### config.mk
export PLATFORM = sky130hd
export DESIGN_NAME = nearest_point_table_core
export DESIGN_NICKNAME = d
export VERILOG_FILES = /design/src/npt_pkg.sv /design/src/npt_ctrl.sv /design/src/npt_datapath.sv /design/src/nearest_point_table_core.sv
export SDC_FILE = /design/constraint.sdc
export NUM_CORES = 2
export LEC_CHECK = 0
export BUFFER_PORTS_ARGS = -buffer_cell sky130_fd_sc_hd__buf_4
export CAP_MARGIN = 40
export CELL_PAD_IN_SITES_DETAIL_PLACEMENT = 0
export CELL_PAD_IN_SITES_GLOBAL_PLACEMENT = 1
export CORE_MARGIN = 2
export CORE_UTILIZATION = 50
export CTS_BUF_LIST = sky130_fd_sc_hd__clkbuf_8
export CTS_CLUSTER_SIZE = 14
export DETAILED_ROUTE_END_ITERATION = 16
export GPL_TIMING_DRIVEN = 0
export PLACE_DENSITY_LB_ADDON = 0.2
export SYNTH_ARGS = -nofsm -noshare
export SYNTH_HDL_FRONTEND = slang
export SYNTH_SLANG_ARGS = --single-unit
### constraint.sdc
create_clock -name clk -period 21.9 [get_ports clk]
set_input_delay 0 -clock clk [delete_from_list [all_inputs] [get_ports clk]]
set_output_delay 0 -clock clk [all_outputs]
set_load 0.02 [all_outputs]
### src/npt_pkg.sv
`timescale 1ns / 1ps
// ----------------------------------------------------------------------------
// npt_pkg
// Shared types and codes for the nearest point table.
// ----------------------------------------------------------------------------
package npt_pkg;

  localparam logic [1:0] MODE_INSERT  = 2'd0;
  localparam logic [1:0] MODE_NEAREST = 2'd1;
  localparam logic [1:0] MODE_LOOKUP  = 2'd2;

  localparam logic [1:0] ST_OK   = 2'd0;
  localparam logic [1:0] ST_DUP  = 2'd1;
  localparam logic [1:0] ST_FULL = 2'd2;
  localparam logic [1:0] ST_MISS = 2'd3;

  typedef enum logic [2:0] {
    S_IDLE,
    S_CHECK,
    S_SCAN,
    S_DRAIN,
    S_FINISH
  } state_t;

  typedef struct packed {
    logic load;
    logic issue;
    logic finish;
  } cmd_t;

  typedef struct packed {
    logic no_scan;
    logic last_issue;
    logic pipe_idle;
  } status_t;

endpackage

### src/npt_ctrl.sv
`timescale 1ns / 1ps
// ----------------------------------------------------------------------------
// npt_ctrl
// Sequencer: captures an item, runs the table scan unless none is needed, then retires the item.
// ----------------------------------------------------------------------------
module npt_ctrl (
  input  logic             clk,
  input  logic             rst_n,
  input  logic             start,
  input  npt_pkg::status_t stat,
  output npt_pkg::cmd_t    cmd,
  output logic             busy
);

  npt_pkg::state_t state_r, state_nxt;

  always_ff @(posedge clk) begin
    if (!rst_n) begin
      state_r <= npt_pkg::S_IDLE;
    end else begin
      state_r <= state_nxt;
    end
  end

  always_comb begin
    state_nxt = state_r;
    unique case (state_r)
      npt_pkg::S_IDLE: begin
        if (start) state_nxt = npt_pkg::S_CHECK;
      end
      npt_pkg::S_CHECK: begin
        state_nxt = stat.no_scan ? npt_pkg::S_FINISH : npt_pkg::S_SCAN;
      end
      npt_pkg::S_SCAN: begin
        if (stat.last_issue) state_nxt = npt_pkg::S_DRAIN;
      end
      npt_pkg::S_DRAIN: begin
        if (stat.pipe_idle) state_nxt = npt_pkg::S_FINISH;
      end
      npt_pkg::S_FINISH: begin
        state_nxt = npt_pkg::S_IDLE;
      end
      default: state_nxt = npt_pkg::S_IDLE;
    endcase
  end

  always_comb begin
    cmd  = '0;
    busy = 1'b1;
    unique case (state_r)
      npt_pkg::S_IDLE: begin
        busy     = 1'b0;
        cmd.load = start;
      end
      npt_pkg::S_SCAN:   cmd.issue  = 1'b1;
      npt_pkg::S_FINISH: cmd.finish = 1'b1;
      default: ;
    endcase
  end

endmodule

### src/npt_datapath.sv
`timescale 1ns / 1ps
// ----------------------------------------------------------------------------
// npt_datapath
// Entry memory, scan pipeline (read, square, accumulate) and result registers.
// ----------------------------------------------------------------------------
module npt_datapath #(
  parameter int MAX_ENTRIES = 64,
  parameter int COORD_BITS  = 16
) (
  input  logic              clk,
  input  logic              rst_n,
  input  npt_pkg::cmd_t     cmd,
  output npt_pkg::status_t  stat,
  input  logic [1:0]        in_mode,
  input  logic [15:0]       in_entry_id,
  input  logic [15:0]       in_point_x,
  input  logic [15:0]       in_point_y,
  output logic              out_valid,
  output logic [1:0]        out_status,
  output logic [15:0]       out_found_id,
  output logic [15:0]       out_found_x,
  output logic [15:0]       out_found_y,
  output logic [32:0]       out_distance_sq,
  output logic [6:0]        out_entry_count
);

  localparam int CW   = (COORD_BITS < 16) ? COORD_BITS : 16;
  localparam int SW   = 2 * CW;
  localparam int DW   = SW + 1;
  localparam int EW   = 16 + SW;
  localparam int AW   = (MAX_ENTRIES > 1) ? $clog2(MAX_ENTRIES) : 1;
  localparam int CNTW = $clog2(MAX_ENTRIES + 1);

  logic [EW-1:0] mem [MAX_ENTRIES];

  logic [1:0]    req_mode_r;
  logic [15:0]   req_key_r;
  logic [CW-1:0] req_x_r, req_y_r;
  logic [CNTW-1:0] count_r, count_nxt;
  logic [AW-1:0] scan_idx_r;

  logic          v1_r, v2_r;
  logic [EW-1:0] rd_r;

  logic [15:0]   s2_key_r;
  logic [CW-1:0] s2_x_r, s2_y_r;
  logic [SW-1:0] sq_x_r, sq_y_r;

  logic          best_valid_r;
  logic [15:0]   best_key_r;
  logic [CW-1:0] best_x_r, best_y_r;
  logic [DW-1:0] best_d_r;

  logic [15:0]   rd_key;
  logic [CW-1:0] rd_x, rd_y, dx, dy;
  logic [SW-1:0] dx_w, dy_w;
  logic [DW-1:0] cand_d;
  logic          better, key_eq, upd;
  logic          ins_ok;

  logic [1:0]    res_status;
  logic          res_hit;
  logic          res_dist;

  assign rd_key = rd_r[EW-1 -: 16];
  assign rd_x   = rd_r[SW-1 -: CW];
  assign rd_y   = rd_r[CW-1:0];

  assign dx   = (req_x_r >= rd_x) ? (req_x_r - rd_x) : (rd_x - req_x_r);
  assign dy   = (req_y_r >= rd_y) ? (req_y_r - rd_y) : (rd_y - req_y_r);
  assign dx_w = SW'(dx);
  assign dy_w = SW'(dy);

  assign cand_d = DW'(sq_x_r) + DW'(sq_y_r);
  assign better = !best_valid_r || (cand_d < best_d_r) ||
                  ((cand_d == best_d_r) && (s2_key_r < best_key_r));
  assign key_eq = (s2_key_r == req_key_r);
  assign upd    = v2_r && ((req_mode_r == npt_pkg::MODE_NEAREST) ? better : key_eq);

  assign stat.no_scan    = (count_r == '0) ||
                           ((req_mode_r != npt_pkg::MODE_INSERT) &&
                            (req_mode_r != npt_pkg::MODE_NEAREST) &&
                            (req_mode_r != npt_pkg::MODE_LOOKUP));
  assign stat.last_issue = ((CNTW'(scan_idx_r) + CNTW'(1)) == count_r);
  assign stat.pipe_idle  = !v1_r && !v2_r;

  // request capture and scan index
  always_ff @(posedge clk) begin
    if (cmd.load) begin
      req_mode_r <= in_mode;
      req_key_r  <= in_entry_id;
      req_x_r    <= in_point_x[CW-1:0];
      req_y_r    <= in_point_y[CW-1:0];
      scan_idx_r <= '0;
    end else if (cmd.issue) begin
      scan_idx_r <= scan_idx_r + AW'(1);
    end
  end

  // table memory
  always_ff @(posedge clk) begin
    if (cmd.finish && ins_ok) begin
      mem[count_r[AW-1:0]] <= {req_key_r, req_x_r, req_y_r};
    end
  end

  always_ff @(posedge clk) begin
    if (cmd.issue) begin
      rd_r <= mem[scan_idx_r];
    end
  end

  // square stage
  always_ff @(posedge clk) begin
    if (v1_r) begin
      s2_key_r <= rd_key;
      s2_x_r   <= rd_x;
      s2_y_r   <= rd_y;
      sq_x_r   <= dx_w * dx_w;
      sq_y_r   <= dy_w * dy_w;
    end
  end

  always_ff @(posedge clk) begin
    if (!rst_n) begin
      v1_r <= 1'b0;
      v2_r <= 1'b0;
    end else begin
      v1_r <= cmd.issue;
      v2_r <= v1_r;
    end
  end

  // accumulate stage
  always_ff @(posedge clk) begin
    if (!rst_n) begin
      best_valid_r <= 1'b0;
    end else if (cmd.load) begin
      best_valid_r <= 1'b0;
    end else if (upd) begin
      best_valid_r <= 1'b1;
    end
  end

  always_ff @(posedge clk) begin
    if (upd) begin
      best_key_r <= s2_key_r;
      best_x_r   <= s2_x_r;
      best_y_r   <= s2_y_r;
      best_d_r   <= cand_d;
    end
  end

  // retire
  always_comb begin
    ins_ok     = 1'b0;
    res_status = npt_pkg::ST_OK;
    res_hit    = 1'b0;
    res_dist   = 1'b0;
    count_nxt  = count_r;
    unique case (req_mode_r)
      npt_pkg::MODE_INSERT: begin
        if (best_valid_r) begin
          res_status = npt_pkg::ST_DUP;
        end else if (count_r == CNTW'(MAX_ENTRIES)) begin
          res_status = npt_pkg::ST_FULL;
        end else begin
          ins_ok    = 1'b1;
          count_nxt = count_r + CNTW'(1);
        end
      end
      npt_pkg::MODE_NEAREST: begin
        res_status = best_valid_r ? npt_pkg::ST_OK : npt_pkg::ST_MISS;
        res_hit    = best_valid_r;
        res_dist   = best_valid_r;
      end
      npt_pkg::MODE_LOOKUP: begin
        res_status = best_valid_r ? npt_pkg::ST_OK : npt_pkg::ST_MISS;
        res_hit    = best_valid_r;
      end
      default: ;
    endcase
  end

  always_ff @(posedge clk) begin
    if (!rst_n) begin
      count_r   <= '0;
      out_valid <= 1'b0;
    end else begin
      out_valid <= cmd.finish;
      if (cmd.finish) begin
        count_r <= count_nxt;
      end
    end
  end

  always_ff @(posedge clk) begin
    if (cmd.finish) begin
      out_status      <= res_status;
      out_found_id    <= res_hit ? best_key_r : 16'd0;
      out_found_x     <= res_hit ? 16'(best_x_r) : 16'd0;
      out_found_y     <= res_hit ? 16'(best_y_r) : 16'd0;
      out_distance_sq <= res_dist ? 33'(best_d_r) : 33'd0;
      out_entry_count <= 7'(count_nxt);
    end
  end

endmodule

### src/nearest_point_table_core.sv
`timescale 1ns / 1ps
// ----------------------------------------------------------------------------
// nearest_point_table_core
// Id-keyed point table with insert, lookup and nearest-point query.
// ----------------------------------------------------------------------------
// Usage: drive in_mode, in_entry_id, in_point_x, in_point_y and raise start;
// the item is taken at a clock edge with start high and busy low. Modes:
// insert, nearest query, lookup by id. Each item yields one result, shown
// for a single cycle with out_valid high; the receiver cannot stall it.
// Entries are stored in slot order and never removed, so a scan covers the
// N filled slots. An item that scans reads one slot per cycle from the
// entry memory, then drains the three-stage read/square/accumulate pipeline
// before its result is registered in the finish state; mode three or an
// empty table skips the scan and goes from the check state to finish. busy
// falls in the strobe cycle, so the next item may be taken there.
// Reset (rst_n low, synchronous) empties the table and drops any item in
// flight; no clearing pass is needed.
// ----------------------------------------------------------------------------
module nearest_point_table_core #(
  parameter int MAX_ENTRIES = 64,
  parameter int COORD_BITS  = 16
) (
  input  logic        clk,
  input  logic        rst_n,
  input  logic        start,
  output logic        busy,
  input  logic [1:0]  in_mode,
  input  logic [15:0] in_entry_id,
  input  logic [15:0] in_point_x,
  input  logic [15:0] in_point_y,
  output logic        out_valid,
  output logic [1:0]  out_status,
  output logic [15:0] out_found_id,
  output logic [15:0] out_found_x,
  output logic [15:0] out_found_y,
  output logic [32:0] out_distance_sq,
  output logic [6:0]  out_entry_count
);

  npt_pkg::cmd_t    cmd;
  npt_pkg::status_t stat;

  npt_ctrl u_ctrl (
    .clk   (clk),
    .rst_n (rst_n),
    .start (start),
    .stat  (stat),
    .cmd   (cmd),
    .busy  (busy)
  );

  npt_datapath #(
    .MAX_ENTRIES (MAX_ENTRIES),
    .COORD_BITS  (COORD_BITS)
  ) u_datapath (
    .clk             (clk),
    .rst_n           (rst_n),
    .cmd             (cmd),
    .stat            (stat),
    .in_mode         (in_mode),
    .in_entry_id     (in_entry_id),
    .in_point_x      (in_point_x),
    .in_point_y      (in_point_y),
    .out_valid       (out_valid),
    .out_status      (out_status),
    .out_found_id    (out_found_id),
    .out_found_x     (out_found_x),
    .out_found_y     (out_found_y),
    .out_distance_sq (out_distance_sq),
    .out_entry_count (out_entry_count)
  );

endmodule
==> impl_metrics.yaml <==
floorplanning:
  die_w_um: 551
  ios: 145
  core_area_sq_um: 297000
  design.die.area_sq_um: 303000
  die_h_um: 551
  row_count: 200
  start_util_pct: 50.3
global_route:
  grt_remaining_overflow: 0
  grt_first_pass_wirelength_um: 583000
  grt_usage_pct: 27.3
  grt_max_degree: 62
  antenna_found_initial: 15
  grt_pass1_vias: 81100
cells_and_area:
  drive_gt1_share_pct: 26.6
  area_delta_synth_final_pct: 17.8
  fin_nets: 9526
clock_tree:
  clk_latency_ns: 1.20
  cts_hold_buf: 137
  clk_pin_slew_ns: 0.06
  cts_root_buf: "clkbuf_8"
  cts_tree: "done"
  cts.path.max_buffers: 4
  cts_setup_buffers: 0
  htree_levels: 6
  cts_resized: 0
  clkSinkCount: 3471
  cts_buffers: 566
flow_run:
  maxCapViolCount: 0
yosys:
  synth_area_leaders: "edfxtp_1 (69%), mux4_2 (15%), fa_1 (4.4%), ha_1 (2.9%), inv_1 (1.5%)"
  synthArstFlopShare_pct: 0
  synthTopCellsByCount: "edfxtp_1 (3451), mux4_2 (987), inv_1 (590)"
  ys_warn_count: 0
  synth_top_area_share_pct: 69.4
  synth_edf_count: 3451
  ys_types: 84
  postSynthCellCount: 7506
  synth.most_common_cell: "edfxtp_1"
  yosysTopAreaCell: "edfxtp_1"
  syn_area_sq_um: 149000
  syn_nets: 8232
  ys_seq_elements: 3471
  ys_seq_area_share_pct: 69.7
  syn_avg_cell_area_sq_um: 19.9
  synth_flop_cell: "edfxtp_1"
timing:
  skew_ns: 0.147
  worst_slew_pin_slew_ns: 0.956
  setup_slack_ns: 10.71
  min_period_over_period_pct: 51.1
  relSlewSlack_pct: 36.3
  rsz0062_at_grt: "false"
  layout_min_cycle_time_ns: 11.19
  timing.setup.tns_ns: 0
  fmax_mhz: 89.4
  slew_violations: 0
  setup_viol: 0
  hold_viol_final: 0
power:
  power_leakage_nw: 59.8
  p_per_area_nw_per_um2: 156
  peakVddDrop_mv: 0.760
setup_path:
  path_class: "reg -> reg"
  crit_arrival_ns: 12.06
  crit_top_cell: "fa_1"
  slowest_stage: "edfxtp_1"
  cp-end-kind: "register"
  reg2reg_to: "u_datapath.sq_x_r[29]"
  rrSetupSlack_ns: 10.71
  start_kind: "register"
  worstPathMaxFanout: 25
  required_ns: 22.77
  critPathMaxStageDelay_ns: 0.91
  reg2reg_depth: 33
  r2r-start: "u_datapath.req_x_r[6]"
drt:
  drt-initial-drc-count: 9446
  drtAntennaViolNets: 0
  wirelength_um: 410000
  first_pass_iters: 5
  wl_per_cell_um: 31.2
  drc: 0
  drt-vias-per-instance: 6.00
  vias: 79000
hold_path:
  hold_path_class: "in -> reg"
  min_from: "in_entry_id[14]"
  hold_end: "u_datapath.req_key_r[14]"
  whs_path_depth: 3
run_status:
  status: "finished clean"
placement:
  portBuffers: 144
  gp_congestion: 0.846
  dp_slack_ns: 10.75
  hpwl_um: 299000
-- worst max path at each step --
stage | from | to | slack [ns] | cells after the start
after floorplan | u_datapath.req_x_r[0] | u_datapath.sq_x_r[29] | 12.92 | 36
after global placement | u_datapath.req_y_r[9] | u_datapath.sq_y_r[31] | 9.41 | 31
after detailed placement | u_datapath.req_x_r[8] | u_datapath.sq_x_r[29] | 10.75 | 32
after CTS | u_datapath.req_x_r[6] | u_datapath.sq_x_r[29] | 10.65 | 33
after global routing | u_datapath.req_x_r[6] | u_datapath.sq_x_r[29] | 10.07 | 33
final | u_datapath.req_x_r[6] | u_datapath.sq_x_r[29] | 10.71 | 33
-- registers in the layout (all words and copies together), names as in the netlist, 31 cells and up --
name / cells
u_datapath.mem: 3072
u_datapath.rd_r: 48
u_datapath.best_d_r: 33
u_datapath.out_distance_sq: 33
u_datapath.sq_x_r: 31
u_datapath.sq_y_r: 31
-- cells in the final DEF (no fill, tap or decap), types with 68 or more instances in the layout --
master	instances
edfxtp_1	3451
mux4_2	987
inv_1	781
clkbuf_8	570
ha_1	343
fa_1	330
nor2_1	245
nand2_1	229
clkbuf_1	184
buf_4	155
dlygate4sd3_1	137
buf_8	133
buf_16	126
a21oi_1	119
clkinv_1	116
buf_12	111
xnor2_1	104
o21ai_0	91
a21o_1	82
buf_1	71
buf_6	68
-- layer usage --
layer / track usage, % / part of all wire (%) / up-vias
met5: 0 / 0.0032 / -
li1: - / - / 32400
met4: 9.11 / 3.4 / 2
met2: 45.2 / 49 / 3838
met3: 4.28 / 8.2 / 690
met1: 37.2 / 39 / 42000
-- logic make-up (layout without fill, tap and decap cells) --
kind of cell | Yosys count | in the layout | synth area share, %
xor+xnor | 155 | 155 | 0.984
fa+ha+maj | 673 | 673 | 7.30
flops | 3471 | 3471 | 69.7
simple gates | 804 | 804 | 2.45
other cells | 0 | 5 | 0
buf+inv | 918 | 2622 | 2.37
compound gates | 437 | 437 | 1.91
mux | 1048 | 1048 | 15.3
-- critical path: cells and delay by family, from the launching register on --
| kind | cells | cell delay [ns] |
|---|---|---|
| AND/OR/NAND/NOR | 5 | 0.78 |
| multiplexers | 1 | 0.22 |
| AO/OA/AOI/OAI | 8 | 2.34 |
| flip-flops | 1 | 0.91 |
| adder cells (fa/ha/maj) | 8 | 3.56 |
| XOR/XNOR | 2 | 1.06 |
| buffers and inverters | 9 | 1.92 |
-- power by group --
part           total (mW)  internal (mW)  switching (mW)
registers            8.12           8.08          0.0447
clock network        5.16           2.54            2.63
logic                14.1           5.55            8.52
-- cell type report --
cell class | instances | area [sq um]
fill | 21300 | 121000
inverter | 600 | 2250
sequential | 3471 | 104000
tap | 3939 | 4930
clock inverter | 408 | 2300
multi-input combinational | 3117 | 42300
timing repair buffer | 726 | 10900
buffer | 318 | 1300
antenna | 5 | 12.5
clock buffer | 570 | 7850
-- stage by stage --
| step | instances | util (%) | power (mW) | cell area [sq um] | hold WS (ns) |
|---|---|---|---|---|---|
| after floorplan | 7506 | - | 18.1 | 149000 | 0.0989 |
| after global placement | 11600 | 52.3 | 22.4 | 155000 | 0.178 |
| after detailed placement | 12000 | 55.3 | 22.5 | 164000 | 0.179 |
| after CTS | 13100 | 59.2 | 27.8 | 176000 | 0.0152 |
| after global routing | 13200 | 59.2 | 29.4 | 176000 | 0.132 |
| final | 13200 | 59.2 | 27.4 | 176000 | 0.140 |
No activity file was read; power rests on OpenSTA's default activity.
